**config.mk**
```make
export PLATFORM = sky130hd
export DESIGN_NAME = approximate_booth_multiplier
export DESIGN_NICKNAME = d
export VERILOG_FILES = /design/src/sv/abm_pkg.sv /design/src/sv/abm_datapath.sv /design/src/sv/abm_ctrl.sv /design/src/sv/approximate_booth_multiplier.sv
export SDC_FILE = /design/constraint.sdc
export NUM_CORES = 1
export LEC_CHECK = 0
export ABC_AREA = 1
export BUFFER_PORTS_ARGS = -buffer_cell sky130_fd_sc_hd__buf_2
export CAP_MARGIN = 40
export CORE_ASPECT_RATIO = 1.25
export CORE_MARGIN = 4
export CORE_UTILIZATION = 45
export DETAILED_ROUTE_END_ITERATION = 10
export PLACE_DENSITY = 0.64
export SYNTH_ARGS = -nofsm -noshare
export SYNTH_HDL_FRONTEND = slang
export SYNTH_SLANG_ARGS = --single-unit
```
**constraint.sdc**
```tcl
create_clock -name clk -period 4.5 [get_ports clk]
set_input_delay 0.45 -clock clk [delete_from_list [all_inputs] [get_ports clk]]
set_output_delay 0.45 -clock clk [all_outputs]
set_load 0.01 [all_outputs]
```
**src/sv/abm_pkg.sv**
```systemverilog
`timescale 1ns / 1ps
`default_nettype none
package abm_pkg;

	localparam int OPND_W       = 16;
	localparam int PROD_W       = 32;
	localparam int BUDGET_W     = 6;
	localparam int CFG_ADDR_W   = 1;
	localparam int DEF_WIDTH_A  = 16;
	localparam int DEF_WIDTH_B  = 16;

	localparam logic [BUDGET_W-1:0]   BUDGET_RESET    = 6'd32;
	localparam logic [CFG_ADDR_W-1:0] REG_STEP_BUDGET = 1'b0;
	localparam logic [CFG_ADDR_W-1:0] REG_PARITY_FLIP = 1'b1;

	typedef enum logic [1:0] {
		S_IDLE,
		S_RUN,
		S_DRAIN,
		S_HOLD
	} abm_state_t;

	typedef enum logic [1:0] {
		OP_NONE,
		OP_ADD,
		OP_SUB
	} abm_op_t;

	typedef struct packed {
		logic load;      // take a new item into the datapath
		logic step;      // pick one partial product this cycle
		logic add_turn;  // this step may take an add
		logic capture;   // move accumulator into the output register
	} abm_cmd_t;

	typedef struct packed {
		logic lists_empty;  // no add and no subtract left
	} abm_status_t;

endpackage
`default_nettype wire

```
**src/sv/abm_datapath.sv**
```systemverilog
`timescale 1ns / 1ps
`default_nettype none
module abm_datapath import abm_pkg::*; #(
	parameter int WIDTH_A = DEF_WIDTH_A,
	parameter int WIDTH_B = DEF_WIDTH_B
) (
	input  wire logic                clk,
	input  wire logic                arst_n,
	input  wire abm_cmd_t            cmd,
	output abm_status_t              status,
	input  wire logic [OPND_W-1:0]   operand_a,
	input  wire logic [OPND_W-1:0]   operand_b,
	output logic [PROD_W-1:0]        approx_product
);

	localparam int POS_W = $clog2(WIDTH_A);

	logic signed [PROD_W-1:0]  a_ext;
	logic signed [PROD_W-1:0]  b_ext;
	logic        [WIDTH_A-1:0] a_w;
	logic signed [WIDTH_B-1:0] b_w;
	logic        [WIDTH_A-1:0] adds_q;
	logic        [WIDTH_A-1:0] subs_q;
	logic        [PROD_W-1:0]  b_q;
	logic        [PROD_W-1:0]  acc_q;
	logic        [PROD_W-1:0]  out_q;
	logic        [PROD_W-1:0]  b_shift;
	logic        [WIDTH_A-1:0] sel_mask;
	logic        [WIDTH_A-1:0] clr_mask;
	logic        [POS_W-1:0]   hi_pos;
	logic        [POS_W-1:0]   pos_s1;
	logic                      take_add;
	logic                      take_sub;
	abm_op_t                   op_s1;

	assign a_ext = PROD_W'(signed'(operand_a));
	assign b_ext = PROD_W'(signed'(operand_b));
	assign a_w   = a_ext[WIDTH_A-1:0];
	assign b_w   = b_ext[WIDTH_B-1:0];

	assign take_add = cmd.add_turn && (adds_q != '0);
	assign take_sub = !take_add && (subs_q != '0);
	assign sel_mask = take_add ? adds_q : subs_q;

	// highest set bit of the selected list
	always_comb begin
		hi_pos = '0;
		for (int i = 0; i < WIDTH_A; i++) begin
			if (sel_mask[i]) begin
				hi_pos = POS_W'(i);
			end
		end
	end

	assign clr_mask = ~(WIDTH_A'(1) << hi_pos);
	assign b_shift  = b_q << pos_s1;

	// selection stage: Booth lists and chosen position
	always_ff @(posedge clk) begin
		if (cmd.load) begin
			adds_q <= ~a_w & (a_w << 1);
			subs_q <= a_w & ~(a_w << 1);
			b_q    <= PROD_W'(b_w);
		end else if (cmd.step) begin
			if (take_add) begin
				adds_q <= adds_q & clr_mask;
			end else if (take_sub) begin
				subs_q <= subs_q & clr_mask;
			end
		end
		pos_s1 <= hi_pos;
	end

	always_ff @(posedge clk or negedge arst_n) begin
		if (!arst_n) begin
			op_s1 <= OP_NONE;
		end else if (cmd.step && take_add) begin
			op_s1 <= OP_ADD;
		end else if (cmd.step && take_sub) begin
			op_s1 <= OP_SUB;
		end else begin
			op_s1 <= OP_NONE;
		end
	end

	// accumulate stage, wraps modulo 2^32
	always_ff @(posedge clk) begin
		if (cmd.load) begin
			acc_q <= '0;
		end else begin
			unique case (op_s1)
				OP_ADD:  acc_q <= acc_q + b_shift;
				OP_SUB:  acc_q <= acc_q - b_shift;
				default: acc_q <= acc_q;
			endcase
		end
		if (cmd.capture) begin
			out_q <= acc_q;
		end
	end

	assign status.lists_empty = (adds_q == '0) && (subs_q == '0);
	assign approx_product     = out_q;

endmodule
`default_nettype wire

```
**src/sv/abm_ctrl.sv**
```systemverilog
`timescale 1ns / 1ps
`default_nettype none
module abm_ctrl import abm_pkg::*; (
	input  wire logic                clk,
	input  wire logic                arst_n,
	input  wire logic [BUDGET_W-1:0] step_budget,
	input  wire logic                parity_flip,
	input  wire logic                s_tvalid,
	output logic                     s_tready,
	output logic                     m_tvalid,
	input  wire logic                m_tready,
	output abm_cmd_t                 cmd,
	input  wire abm_status_t         status
);

	abm_state_t          state_q;
	abm_state_t          state_d;
	logic [BUDGET_W-1:0] step_q;
	logic                out_valid_q;
	logic                run_stop;
	logic                out_free;

	assign run_stop = (step_q == step_budget) || status.lists_empty;
	assign out_free = !out_valid_q || m_tready;

	always_comb begin
		state_d = state_q;
		unique case (state_q)
			S_IDLE:  if (s_tvalid) state_d = S_RUN;
			S_RUN:   if (run_stop) state_d = S_DRAIN;
			S_DRAIN: state_d = S_HOLD;
			S_HOLD:  if (out_free) state_d = S_IDLE;
			default: state_d = S_IDLE;
		endcase
	end

	always_comb begin
		cmd          = '0;
		cmd.add_turn = (step_q[0] ^ parity_flip) == 1'b0;
		s_tready     = 1'b0;
		unique case (state_q)
			S_IDLE: begin
				s_tready = 1'b1;
				cmd.load = s_tvalid;
			end
			S_RUN:   cmd.step = !run_stop;
			S_DRAIN: ;
			S_HOLD:  cmd.capture = out_free;
			default: ;
		endcase
	end

	always_ff @(posedge clk or negedge arst_n) begin
		if (!arst_n) begin
			state_q     <= S_IDLE;
			step_q      <= '0;
			out_valid_q <= 1'b0;
		end else begin
			state_q <= state_d;
			if (cmd.load) begin
				step_q <= '0;
			end else if (cmd.step) begin
				step_q <= step_q + 1'b1;
			end
			if (cmd.capture) begin
				out_valid_q <= 1'b1;
			end else if (m_tready) begin
				out_valid_q <= 1'b0;
			end
		end
	end

	assign m_tvalid = out_valid_q;

	a_capture_free: assert property (@(posedge clk) disable iff (!arst_n)
		cmd.capture |-> (!out_valid_q || m_tready))
		else $error("result captured over an untaken result");

	a_valid_from_hold: assert property (@(posedge clk) disable iff (!arst_n)
		$rose(out_valid_q) |-> $past(state_q == S_HOLD))
		else $error("result raised outside hold state");

	a_load_idle: assert property (@(posedge clk) disable iff (!arst_n)
		cmd.load |=> (state_q == S_RUN && !out_valid_q == !$past(out_valid_q && !m_tready)))
		else $error("load did not start a run");

endmodule
`default_nettype wire

```
**src/sv/approximate_booth_multiplier.sv**
```systemverilog
`timescale 1ns / 1ps
`default_nettype none
// Each accepted item runs n steps before m_axis_tvalid, where n is the
// number of steps made: min(step_budget, steps until both Booth lists run out).
// An item is taken only once the last one is done; one shared add/subtract unit does one
// step a cycle (n <= 32 by default). A finished result waits in the output
// register while the next item is taken in.
// Reset (arst_n low, async): idle, no result pending, step_budget = 32, parity_flip = 0.
module approximate_booth_multiplier import abm_pkg::*; #(
	parameter int WIDTH_A = DEF_WIDTH_A,
	parameter int WIDTH_B = DEF_WIDTH_B
) (
	input  wire logic                  clk,
	input  wire logic                  arst_n,
	input  wire logic                  s_axis_tvalid,
	output logic                       s_axis_tready,
	input  wire logic [2*OPND_W-1:0]   s_axis_tdata,   // operand_a, operand_b
	output logic                       m_axis_tvalid,
	input  wire logic                  m_axis_tready,
	output logic [PROD_W-1:0]          m_axis_tdata,   // approx_product
	input  wire logic                  cfg_we,
	input  wire logic [CFG_ADDR_W-1:0] cfg_addr,
	input  wire logic [BUDGET_W-1:0]   cfg_wdata
);

	logic [BUDGET_W-1:0] step_budget_q;
	logic                parity_flip_q;
	abm_cmd_t            cmd;
	abm_status_t         status;

	always_ff @(posedge clk or negedge arst_n) begin
		if (!arst_n) begin
			step_budget_q <= BUDGET_RESET;
			parity_flip_q <= 1'b0;
		end else if (cfg_we) begin
			unique case (cfg_addr)
				REG_STEP_BUDGET: step_budget_q <= cfg_wdata;
				REG_PARITY_FLIP: parity_flip_q <= cfg_wdata[0];
				default: ;
			endcase
		end
	end

	abm_ctrl u_ctrl (
		.clk         (clk),
		.arst_n      (arst_n),
		.step_budget (step_budget_q),
		.parity_flip (parity_flip_q),
		.s_tvalid    (s_axis_tvalid),
		.s_tready    (s_axis_tready),
		.m_tvalid    (m_axis_tvalid),
		.m_tready    (m_axis_tready),
		.cmd         (cmd),
		.status      (status)
	);

	abm_datapath #(
		.WIDTH_A (WIDTH_A),
		.WIDTH_B (WIDTH_B)
	) u_datapath (
		.clk            (clk),
		.arst_n         (arst_n),
		.cmd            (cmd),
		.status         (status),
		.operand_a      (s_axis_tdata[OPND_W-1:0]),
		.operand_b      (s_axis_tdata[2*OPND_W-1:OPND_W]),
		.approx_product (m_axis_tdata)
	);

endmodule
`default_nettype wire

```
==> summary.md, run 1 <==
| Metric | Value |
|---|---|
| Status | finished, final reports clean |
| HPWL Detailed | about 16,000 um |
| Core area | between 15,000 and 20,000 sq um |
| Via-per-instance ratio | 5.10 |
| Setup TNS after final layout | 0 ns |
| RD Place Congestion | 0.939 |
| First-pass GRT wire length | 34,200 um |
| Post-Syn Area | 8870 sq um |
| Worst Tran Pin Value | ~0.79 ns |
| Clk buf depth | 2 |
| Overflow after GRT | 0 |
| Relative slew slack | 0.475 |
| CP required | around 4.8 ns |
| PortBufs | 77 |
| Worst min-delay path startpoint | s_axis_tdata[23] |
| Largest net degree at the start of global routing | 57 |
| Critical setup path kind | flip-flop to flip-flop |
| Ports | a little under 80 |
| CTS Buf Count | 17 |
| Die area | between 20,000 and 25,000 sq um |
| Min Hold Slack | 0.197 ns |
| Post-synth EDFFs | 80 |
| Yosys reg bits | approximately 130 |
| Critical path fanouts, max | 11 |
| Synthesized Nets | 1,234 |
| Worst Setup End Kind | flip-flop |
| Vias in the first global route | 7,231 |
| Worst clock skew | 0.0143 ns |
| Setup crit start kind | flip-flop |
| Ratio of cells with drive above 1 in the final layout | 0.169 |
| Detail Route Antenna Nets | 0 |
| Ys flop type | edfxtp_1 |
| Max Freq | 237 MHz |
| Asr flop ratio synth | 0.134 |
| RR Startpoint | u_datapath.pos_s1[0] |
| Final core occ | 0.537 |
| Chip Height | between 150 and 200 um |
| RSZ-0062 raised after global routing | yes |
| # setup viols final | 0 |
| Final-stage net count | ~1,300 |
| CTS tree | done |
| Initial antenna violation count | 0 |
| Synth Instances | 1,151 |
| Diode count | 0 |
| Clk sinks | between 100 and 150 |
| # rows | 57 |
| Syn Area/Cell | 7.71 sq um |
| MaxCap Viol Count | 0 |
| Die W | about 130 um |
| Hold WC Path Type | primary input to flip-flop |
| CTS H-Tree Depth | 4 |
| Period utilisation layout | 0.937 |
| CP Launch Point | u_datapath.pos_s1[0] |
| Fin crit period | around 4.2 ns |
| DRT Wirelength | around 21,000 um |
| Area Overhead vs Synth | 17.4% |
| Area of the multi-input gates | 4760 sq um |
| Starting density of the core | 0.457 |
| DRC violations left | 0 |
| Yosys cell types | 55 |
| DR iter-0 viols | around 380 |
| Max Slew Vio Count | 0 |
| Syn. warnings | 0 |
| GRT Overall Usage | 0.192 |
| CP Data Arrival Time | about 4.5 ns |
| Fill count | around 1,900 |
| Hold Vio Cnt, Final | 0 |
| Sequential fraction of the synthesis area | 0.403 |
| Via count | roughly 7,700 |
| Drt first pass iters | 7 |
| Sequential Area | around 3600 sq um |
| Root Buffer | clkbuf_16 |
| Wirelength per Cell | ~14 um |
| Clk_lat worst skew | 0.43 ns |
| Clk slew on worst S/H paths | 0.06 ns |
-- metal layers --
| layer | GRT usage | up-vias | routed length, um |
|---|---|---|---|
| li1 | - | 4036 | - |
| met1 | 0.225 | 3505 | 9070 |
| met2 | 0.345 | 156 | 10400 |
| met3 | 0.0399 | 40 | 846 |
| met4 | 0.0734 | 0 | 561 |
| met5 | 0 | - | 0 |
-- sequential cells by signal, indices dropped and copies added, names as in the netlist --
name and count:
parity_flip_q 1, step_budget_q 6, u_ctrl.m_tvalid 1, u_ctrl.state_q 2
u_ctrl.step_q 6, u_datapath.acc_q 32, u_datapath.adds_q 16, u_datapath.approx_product 32
u_datapath.b_q 16, u_datapath.op_s1 2, u_datapath.pos_s1 4, u_datapath.subs_q 16
-- layout by cell type (no fill, tap or decap), types with 36 or more instances in the layout --
master    netlist  layout
a21oi_1        50      46
buf_2           9      77
edfxtp_1       80      80
ha_1           38      36
inv_1         127     127
nand2_1       257     254
nand3_1        56      54
nor2_1        137     133
o21ai_0        78      73
o21ai_1        37      37
-- cell families after synthesis --
family	Yosys count	synth area share
multiplexers	12	0.0181
AO/OA/AOI/OAI	231	0.152
XOR/XNOR	55	0.0543
flip-flops	134	0.403
adder cells (fa/ha/maj)	39	0.0559
AND/OR/NAND/NOR	506	0.240
buffers and inverters	174	0.0762
-- per-stage QoR --
step / setup slack (ns) / area (sq um) / std cells
floorplan: 0.592 / 8870 / 1151
global placement: 0.201 / 9600 / 1477
detailed placement: 0.209 / 9630 / 1479
CTS: 0.168 / 10200 / 1512
global route: -0.0619 / 10400 / 1518
finish: 0.286 / 10400 / 1518
-- area by class of cell --
cell class                 instances  share of cell area
inverter                         137              0.0494
tap                              265              0.0318
timing repair buffer             107              0.0604
clock inverter                     6             0.00613
clock buffer                      26              0.0509
sequential                       134               0.344
multi-input combinational        843               0.458
-- timing repair --
action	in CTS	in global routing
endpoints found under the hold margin	17	0
hold buffers	1	0
endpoints found under the setup margin	0	7
setup buffers	0	6
gates resized for setup	0	35
-- cells in the mapped netlist (21+ instances only) --
cell type,number,area [sq um]
nor2_1,137,514
a21oi_1,50,250
o21ai_0,78,390
nand4_1,21,131
xnor2_1,27,236
o21ai_1,37,185
clkbuf_1,21,78.8
edfxtp_1,80,2400
nand3_1,56,280
inv_1,127,477
xor2_1,28,245
nand2_1,257,965
dfxtp_1,36,721
ha_1,38,475
-- path summary, 6_finish.rpt --
kind	end	slack, ns	depth (start not counted)
max in group asynchronous	step_budget_q[5]	3.69	2
setup reg to reg	u_datapath.acc_q[31]	0.29	25
setup / recovery	u_datapath.acc_q[31]	0.29	25
hold / removal	u_datapath.b_q[7]	0.20	1
min in group asynchronous	u_ctrl.m_tvalid	0.49	2
hold reg to reg	u_datapath.approx_product[0]	0.45	0
-- worst max-delay path, cell delays in order, from the launching register on --
cell	delay (ns)
dfxtp_4	0.36
buf_4	0.16
or2_2	0.29
o21ai_1	0.11
nand2_1	0.08
nand2_1	0.08
o21ai_1	0.14
o21ai_2	0.27
nand2_1	0.11
nor2_1	0.14
nand4_1	0.20
nand2_1	0.12
xor2_1	0.26
ha_1	0.33
a21oi_1	0.22
o21ai_0	0.12
nor2_1	0.14
inv_1	0.09
a2111oi_4	0.37
o21ai_2	0.11
nand3_1	0.09
nand2_1	0.06
nor2_2	0.10
nand2_1	0.05
nand2_1	0.05
nor2_1	0.04
Power of run 1 is not shown: default switching activity piles up to over one toggle a cycle in this logic, so the estimate is an artifact.
==> inputs of run 2 (changes only) <==
TNS_END_PERCENT = 10   (was not set)
clock period = 4.3 ns   (was 4.5 ns; I/O delays follow)
==> summary.md, run 2 (same netlist as run 1, synthesis figures left out) <==
| Metric | Value |
|---|---|
| DRC violations left | 0 (unchanged) |
| RSZ-0062 raised after global routing | yes |
| PortBufs | 77 (unchanged) |
| Die W | 134 um (unchanged) |
| Final-stage net count | 1,376 (+4.0%) |
| HPWL Detailed | 16,500 um (+2.4%) |
| Status | finished, final reports clean |
| DRT Wirelength | 22,500 um (+8.0%) |
| DR iter-0 viols | 432 (+13%) |
| GRT Overall Usage | 0.198 (+0.00648) |
| Flop2flop setup slack | 0.1 ns (-0.19 ns) |
| # rows | 57 (unchanged) |
| Overflow after GRT | 0 (unchanged) |
| Worst Tran Pin Value | 0.805 ns (+0.0196 ns) |
| Worst path most repeated cell | nand2_1 |
| Worst Setup End Kind | flip-flop |
| Core area | 19,400 sq um (unchanged) |
| # setup viols final | 0 (unchanged) |
| Clk buf depth | 2 (unchanged) |
| Max Freq | 238 MHz (+0.23%) |
| Starting density of the core | 0.457 (unchanged) |
| CTS tree | done |
| CP required | 4.66 ns (-0.16 ns) |
| Die area | 22,000 sq um (unchanged) |
| Clk_lat worst skew | 0.42 ns (about the same) |
| RD Place Congestion | 0.964 (+2.7%) |
| CP Launch Point | u_datapath.pos_s1[0] |
| Fin crit period | 4.20 ns (-0.00962 ns) |
| Root Buffer | clkbuf_16 |
| Chip Height | 165 um (unchanged) |
| Area Overhead vs Synth | 25.2% |
| Drt first pass iters | 6 (-1) |
| Worst clock skew | 0.0114 ns (-0.00291 ns) |
| Most frequent cells in the layout | 242 x nand2_1, 127 x nor2_1, 121 x inv_1 |
| Critical path fanouts, max | 8 (-3) |
| Critical path's slowest cell | dfxtp_4 |
| Via-per-instance ratio | 5.14 (+0.76%) |
| CTS H-Tree Depth | 4 (unchanged) |
| Setup crit end | u_datapath.acc_q[31] |
| Clk sinks | 134 (unchanged) |
| Relative slew slack | 0.462 (-0.0131) |
| Largest net degree at the start of global routing | 41 (-28%) |
| Detail Route Antenna Nets | 0 (unchanged) |
| RR Startpoint | u_datapath.pos_s1[0] |
| Max incr delay on CP | 0.40 ns (+0.03 ns) |
| Max Slew Vio Count | 0 (unchanged) |
| Ports | 78 (unchanged) |
| Critical setup path kind | flip-flop to flip-flop |
| Period utilisation layout | 0.978 (+0.0413) |
| First-pass GRT wire length | 35,200 um (+3.0%) |
| Vias in the first global route | 7,540 (+4.3%) |
| Diode count | 0 (unchanged) |
| Setup crit start kind | flip-flop |
| Worst-case reg-to-reg path depth | 31 (+24%) |
| Initial antenna violation count | 0 (unchanged) |
| MaxCap Viol Count | 0 (unchanged) |
| Ratio of cells with drive above 1 in the final layout | 0.239 (+0.0697) |
| Via count | 8,068 (+4.3%) |
| Hold WC Path Type | primary input to flip-flop |
| Wirelength per Cell | 14.3 um (+4.4%) |
| CTS Buf Count | 17 (unchanged) |
| Hold Vio Cnt, Final | 0 (unchanged) |
| Commonest non-fill, non-tap cell in the layout | nand2_1 |
| CP Data Arrival Time | 4.57 ns (+0.04 ns) |
| Clk slew on worst S/H paths | 0.06 ns (about the same) |
| Worst r2r dst | u_datapath.acc_q[31] |
| Min Hold Slack | 0.180 ns (-0.0170 ns) |
==> run 2: through the flow <==
step	instance area, sq um	cells	util	worst slack (ns)	TNS [ns]
after floorplan	8870	1151	-	0.392	0
after global placement	9790	1502	0.505	0.0216	0
after detailed placement	9840	1505	0.507	-0.0350	-0.0350
after CTS	10500	1538	0.541	0.00923	0
after global routing	11100	1571	0.573	-0.152	-0.383
final	11100	1571	0.573	0.0953	0
==> run 2: worst min-delay path by stage <==
stage          slack (ns)                  to              from  cells past startpoint
2_1_floorplan        0.13       parity_flip_q            arst_n                      0
3_3_place_gp         0.39     u_ctrl.m_tvalid            arst_n                      1
3_5_place_dp         0.39     u_ctrl.m_tvalid            arst_n                      1
4_1_cts              0.17  u_datapath.b_q[13]  s_axis_tdata[29]                      1
5_1_grt              0.17  u_datapath.b_q[11]  s_axis_tdata[27]                      1
6_report             0.18  u_datapath.b_q[13]  s_axis_tdata[29]                      1
==> run 2: repair_timing <==
item                       CTS  global route
hold endpoints to repair    17             0
resized for setup            1           103
cloned                       0             2
buffers inserted             0            31
setup endpoints to repair    1            13
hold buffers                 1             0
pin swaps                    0            55
==> run 2: per-layer routing <==
| layer | share of wire | GRT usage | vias to the layer above |
|---|---|---|---|
| met5 | 0 | 0 | - |
| li1 | - | - | 4138 |
| met4 | 0.030 | 0.0875 | 0 |
| met1 | 0.42 | 0.229 | 3709 |
| met3 | 0.034 | 0.0375 | 43 |
| met2 | 0.52 | 0.358 | 178 |
==> run 2: layout make-up <==
cell class              count  area, sq um
repair buffers            159         1040
inverters                 137          524
flip-flops and latches    134         3580
repair inverters            1         6.26
clock inverters            13          164
fillers                  1815         8290
clock buffers              19          475
multi-input cells         843         4980
well taps                 265          332
==> run 2: critical path, delay by kind of cell (launching register included) <==
kind	cells	cell delay, ns
AOI/OAI and AO/OA	5	0.53
buffers and inverters	5	0.50
and+or+nand+nor	19	2.28
xor gates and xnor gates	1	0.14
adders and majority gates	1	0.29
DFF	1	0.40
Power of run 2 is left out for the same reason.
